===== config.mk =====
export PLATFORM = sky130hd
export DESIGN_NAME = prp_div
export DESIGN_NICKNAME = d
export VERILOG_FILES = /design/src/hdl/prp_pkg.sv /design/src/hdl/prp_div.sv
export SDC_FILE = /design/constraint.sdc
export NUM_CORES = 2
export LEC_CHECK = 0
export BUFFER_PORTS_ARGS = -buffer_cell sky130_fd_sc_hd__buf_4
export CORE_ASPECT_RATIO = 0.9
export CORE_MARGIN = 2
export CORE_UTILIZATION = 40
export CTS_BUF_LIST = sky130_fd_sc_hd__clkbuf_16
export DETAILED_ROUTE_END_ITERATION = 10
export SETUP_SLACK_MARGIN = 0.2
export SKIP_CTS_REPAIR_TIMING = 1
export SLEW_MARGIN = 20
export SYNTH_ARGS = -nofsm -noshare
export SYNTH_HDL_FRONTEND = slang
export SYNTH_SLANG_ARGS = --single-unit

===== constraint.sdc =====
create_clock -name i_clk -period 4.9 [get_ports i_clk]
set_input_delay 0 -clock i_clk [delete_from_list [all_inputs] [get_ports i_clk]]
set_output_delay 0 -clock i_clk [all_outputs]
set_load 0.005 [all_outputs]

===== src/hdl/prp_pkg.sv =====
// Shared types and constants for the point rotate / projection block.
package prp_pkg;

    localparam int ANGLE_W    = 16;
    localparam int TRIG_W     = 16;
    localparam int POINT_W    = 8;
    localparam int ROT_W      = 26;
    localparam int DIST_W     = 8;
    localparam int SCALE_W    = 8;
    localparam int CFG_IDX_W  = 3;
    localparam int CFG_DATA_W = 16;
    localparam int INDEX_W    = 12;
    localparam int DCLASS_W   = 2;

    localparam logic [ANGLE_W-1:0] QUARTER_TURN = 16'h4000;
    localparam logic [DIST_W-1:0]  DIST_RESET   = 8'd40;
    localparam logic [SCALE_W-1:0] SCALE_RESET  = 8'd40;

    // depth thresholds in Q16
    localparam logic signed [ROT_W-1:0] DEPTH_NEAR_LIM = -ROT_W'(5 * 65536);
    localparam logic signed [ROT_W-1:0] DEPTH_MID_LIM  = ROT_W'(5 * 65536);

    typedef enum logic [CFG_IDX_W-1:0] {
        REG_ANGLE_X  = 3'd0,
        REG_ANGLE_Y  = 3'd1,
        REG_ANGLE_Z  = 3'd2,
        REG_CAM_DIST = 3'd3,
        REG_SCALE    = 3'd4
    } t_reg_idx;

    typedef enum logic [DCLASS_W-1:0] {
        DEPTH_NEAR = 2'd0,
        DEPTH_MID  = 2'd1,
        DEPTH_FAR  = 2'd2
    } t_depth;

    typedef struct packed {
        logic signed [POINT_W-1:0] x;
        logic signed [POINT_W-1:0] y;
        logic signed [POINT_W-1:0] z;
    } t_point;

    // side info that rides along the divider
    typedef struct packed {
        logic   den_ok;
        t_depth depth;
    } t_side;

endpackage


===== src/hdl/prp_div.sv =====
// Two-lane pipelined restoring divider, one quotient bit per stage, saturating.
module prp_div
    import prp_pkg::*;
#(
    parameter int QB    = 15,
    parameter int NUM_W = 43,
    parameter int DEN_W = 26
) (
    input  logic                 i_clk,
    input  logic                 i_rst_n,
    input  logic                 i_vld,
    input  logic                 i_neg [2],
    input  logic [NUM_W-1:0]     i_num [2],
    input  logic [DEN_W-1:0]     i_den,
    input  t_side                i_side,
    output logic                 o_vld,
    output logic signed [QB:0]   o_quo [2],
    output t_side                o_side
);

    localparam int CW = ((NUM_W > DEN_W + QB) ? NUM_W : DEN_W + QB) + 1;

    logic [QB:0]       r_vld;
    logic [CW-1:0]     r_rem  [QB+1][2];
    logic [QB-1:0]     r_q    [QB+1][2];
    logic              r_neg  [QB+1][2];
    logic              r_ovf  [QB+1][2];
    logic [DEN_W-1:0]  r_den  [QB+1];
    t_side             r_side [QB+1];

    logic [CW-1:0]     dshift [QB];
    logic [CW:0]       trial  [QB][2];

    always_ff @(posedge i_clk) begin
        if (!i_rst_n) begin
            r_vld <= '0;
        end else begin
            r_vld <= {r_vld[QB-1:0], i_vld};
        end
    end

    always_comb begin
        for (int s = 0; s < QB; s++) begin
            dshift[s] = CW'(r_den[s]) << (QB - 1 - s);
            for (int l = 0; l < 2; l++) begin
                trial[s][l] = {1'b0, r_rem[s][l]} - {1'b0, dshift[s]};
            end
        end
    end

    always_ff @(posedge i_clk) begin
        // entry: overflow check against den << QB
        for (int l = 0; l < 2; l++) begin
            r_rem[0][l] <= CW'(i_num[l]);
            r_q[0][l]   <= '0;
            r_neg[0][l] <= i_neg[l];
            r_ovf[0][l] <= CW'(i_num[l]) >= (CW'(i_den) << QB);
        end
        r_den[0]  <= i_den;
        r_side[0] <= i_side;

        for (int s = 0; s < QB; s++) begin
            for (int l = 0; l < 2; l++) begin
                if (!trial[s][l][CW]) begin
                    r_rem[s+1][l] <= trial[s][l][CW-1:0];
                end else begin
                    r_rem[s+1][l] <= r_rem[s][l];
                end
                r_q[s+1][l]   <= {r_q[s][l][QB-2:0], ~trial[s][l][CW]};
                r_neg[s+1][l] <= r_neg[s][l];
                r_ovf[s+1][l] <= r_ovf[s][l];
            end
            r_den[s+1]  <= r_den[s];
            r_side[s+1] <= r_side[s];
        end
    end

    for (genvar l = 0; l < 2; l++) begin : g_out
        logic [QB:0] mag;
        assign mag = r_ovf[QB][l] ? {1'b0, {QB{1'b1}}} : {1'b0, r_q[QB][l]};
        assign o_quo[l] = r_neg[QB][l] ? -$signed(mag) : $signed(mag);
    end

    assign o_vld  = r_vld[QB];
    assign o_side = r_side[QB];

endmodule


==> metrics <==
status=completed; Clock Skew=0.05107 ns; worst-path maximum fanout=25; drt wl/cell=19.11 µm; DIE HEIGHT=467.6 µm; first-pass GRT wire length=413200 µm; Max clock buf depth=4; PortBufs=155; number of iterations in the first detailed-routing pass=6; final setup TNS=0 ns; number of synthesized flops with an enable pin=0; Post-Synthesis Cell Area=95510 µm²; final WL=271800 µm; Worst slew margin=0.2529; Tot Pwr=0.07528 W; layout cells sized above 1=0.07265; Util after Layout=0.4639; worst path required time=5.65 ns; Top Ports=156; Inserted Clock Buffers=226; GRT overflow=0; largest net degree at the start of global routing=57; Area contributors post-synth=dfxtp_1, ha_1, a21oi_1; H-tree level count=4; Final Hold Fails=0; Synth-to-Final Area Change=15.60%; vias in the first global route=74190; GRT Total Usage=0.2147; setup violators final=0; Hold WC Path Type=input pin to register; RSZ-0062 raised after global routing=false; flops & latches, synth=2076; DRC=0; Starting DRT DRC Count=3773; f_max=226.7 MHz; Avg Inst Size Synth=9.209 µm²; GPL Wtd Cong=0.9689; Syn Nets=11350; predominant post-synthesis flop cell=dfxtp_1; antenna viol nets, final=0; critical path class=register to register; worst skew pair latency=0.88 ns; Async S/R FF share, synth=0; Max Cap Violations=0; share of the synthesized area in the top cell type=0.4351; Final period util=0.9002; Total Nets Final=11830; synth unique cells=99; Max rail drop VDD=0.0003380 V; Ys Warns=0; row count=170; Clock transition at path regs=0.06 ns; worst slew pin tran=1.110 ns; initial core utilization=0.4013; PD cells=681.8 nW/µm²; Layout fillers=22240; HPWL Detailed=220000 µm; initial antenna violation count=7; leakage power=48.41 nW; core box area=238000 µm²; dpl ws=0.3306 ns; Arrival @ worst endpoint=5.16 ns; Syn Inst Count=10370; largest area contributor in the netlist=dfxtp_1; Final WS setup=0.4888 ns; die width=519.1 µm; via count=74550; Seq/Total Area, Yosys=0.4351; Vias per Instance=5.242; Setup crit start kind=register; clock root cell=clkbuf_16; hold_ws=0.1722 ns; CTS Sinks=2076; Die Area=242700 µm²; Crit. End Element=register; CTS tree=done; Final Max Slew Viols=0; Period minus WS final=4.411 ns
worst paths after layout:
| check | startpoint | end | slack (ns) | depth (start not counted) |
|---|---|---|---|---|
| max | r_den[3][27] | r_rem[8][42] | 0.49 | 13 |
| min reg2reg | r_q[1][52] | r_q[1][83] | 0.29 | 0 |
| min | i_num[84] | r_ovf[0][1] | 0.17 | 5 |
| max reg2reg | r_den[3][27] | r_rem[8][42] | 0.49 | 13 |
layout by cell type, fill, tap and decap left out, types with 239 or more instances in the layout:
cell and n:
inv_1 663, a21o_1 362, dlygate4sd3_1 239, buf_4 247, dfxtp_1 2076, xor2_1 411
o21ai_0 720, nor2_1 785, xnor2_1 458, nand2_1 786, ha_1 832, a21oi_1 871
registers in the layout (all words and copies together), names as in the netlist:
| register | flops |
|---|---|
| r_rem | 1318 |
| r_den | 390 |
| r_q | 240 |
| r_side | 48 |
| r_neg | 32 |
| r_ovf | 32 |
| r_vld | 16 |
cells in the mapped netlist, types with 68 or more instances:
cell type / count
o21ai_0: 720
inv_1: 623
nand4_1: 94
xnor2_1: 458
o21bai_1: 70
a21o_1: 362
nand3_1: 167
o21a_1: 118
a21oi_1: 873
a31oi_1: 76
mux2_2: 103
dfxtp_1: 2076
nor2b_1: 114
nor2_1: 785
ha_1: 832
or3_1: 99
a211oi_1: 97
and3_1: 68
xor2_1: 411
nor3_1: 181
clkbuf_1: 183
nor4_1: 87
nand2b_1: 174
o31ai_1: 78
nand2_1: 788
cell type report:
cell class	count	area (µm²)	share of cell area
Tap cell	3182	3981	0.03606
Clock inverter	171	1562	0.01414
Antenna cell	14	35.03	0.0003173
Clock buffer	230	5756	0.05213
Multi-Input combinational cell	7425	50740	0.4596
Timing Repair Buffer	495	4412	0.03996
Inverter	628	2360	0.02137
Sequential cell	2076	41560	0.3764
logic make-up after synthesis:
logic type      after synthesis  share of synthesized area
buf+inv                     871                    0.03506
compound gates             2777                     0.1804
xor+xnor                    869                    0.07969
flops                      2076                     0.4351
fa+ha+maj                   860                     0.1149
mux                         120                    0.01402
simple gates               2799                     0.1409
per-stage QoR:
stage | cells | instance area, µm²
floorplan | 10370 | 95510
global placement | 13570 | 100600
detailed placement | 13570 | 100700
CTS | 13970 | 108000
global route | 14220 | 110400
finish | 14220 | 110400
worst max-delay path, cell delays in order (launching register included):
cell and delay, ns:
dfxtp_1 0.71, inv_1 0.14, ha_1 0.31, nor2b_1 0.12, o21a_1 0.17, o21ai_0 0.25, a21oi_1 0.20, o21ai_0 0.49
o21ai_1 0.29, a31oi_1 0.58, inv_2 0.38, nand2b_1 0.33, nor4_1 0.10, xor2_1 0.18
routing by layer:
metal / share of wire / global-route usage / vias up / wire [µm]
met4: 0.058 / 0.1153 / 4 / 15780
met5: 0.000099 / 0 / - / 27
met2: 0.52 / 0.4091 / 1595 / 140500
li1: - / - / 37430 / -
met1: 0.39 / 0.2290 / 34950 / 106600
met3: 0.032 / 0.02658 / 569 / 8791
power breakdown:
group	internal (W)	switching, W	leakage (nW)	total, W
clock network	0.00989	0.00692	3.72	0.0168
registers	0.0219	0.00406	17.4	0.0260
logic	0.0141	0.0183	27.3	0.0325
Power figures use the tool's default switching activity.
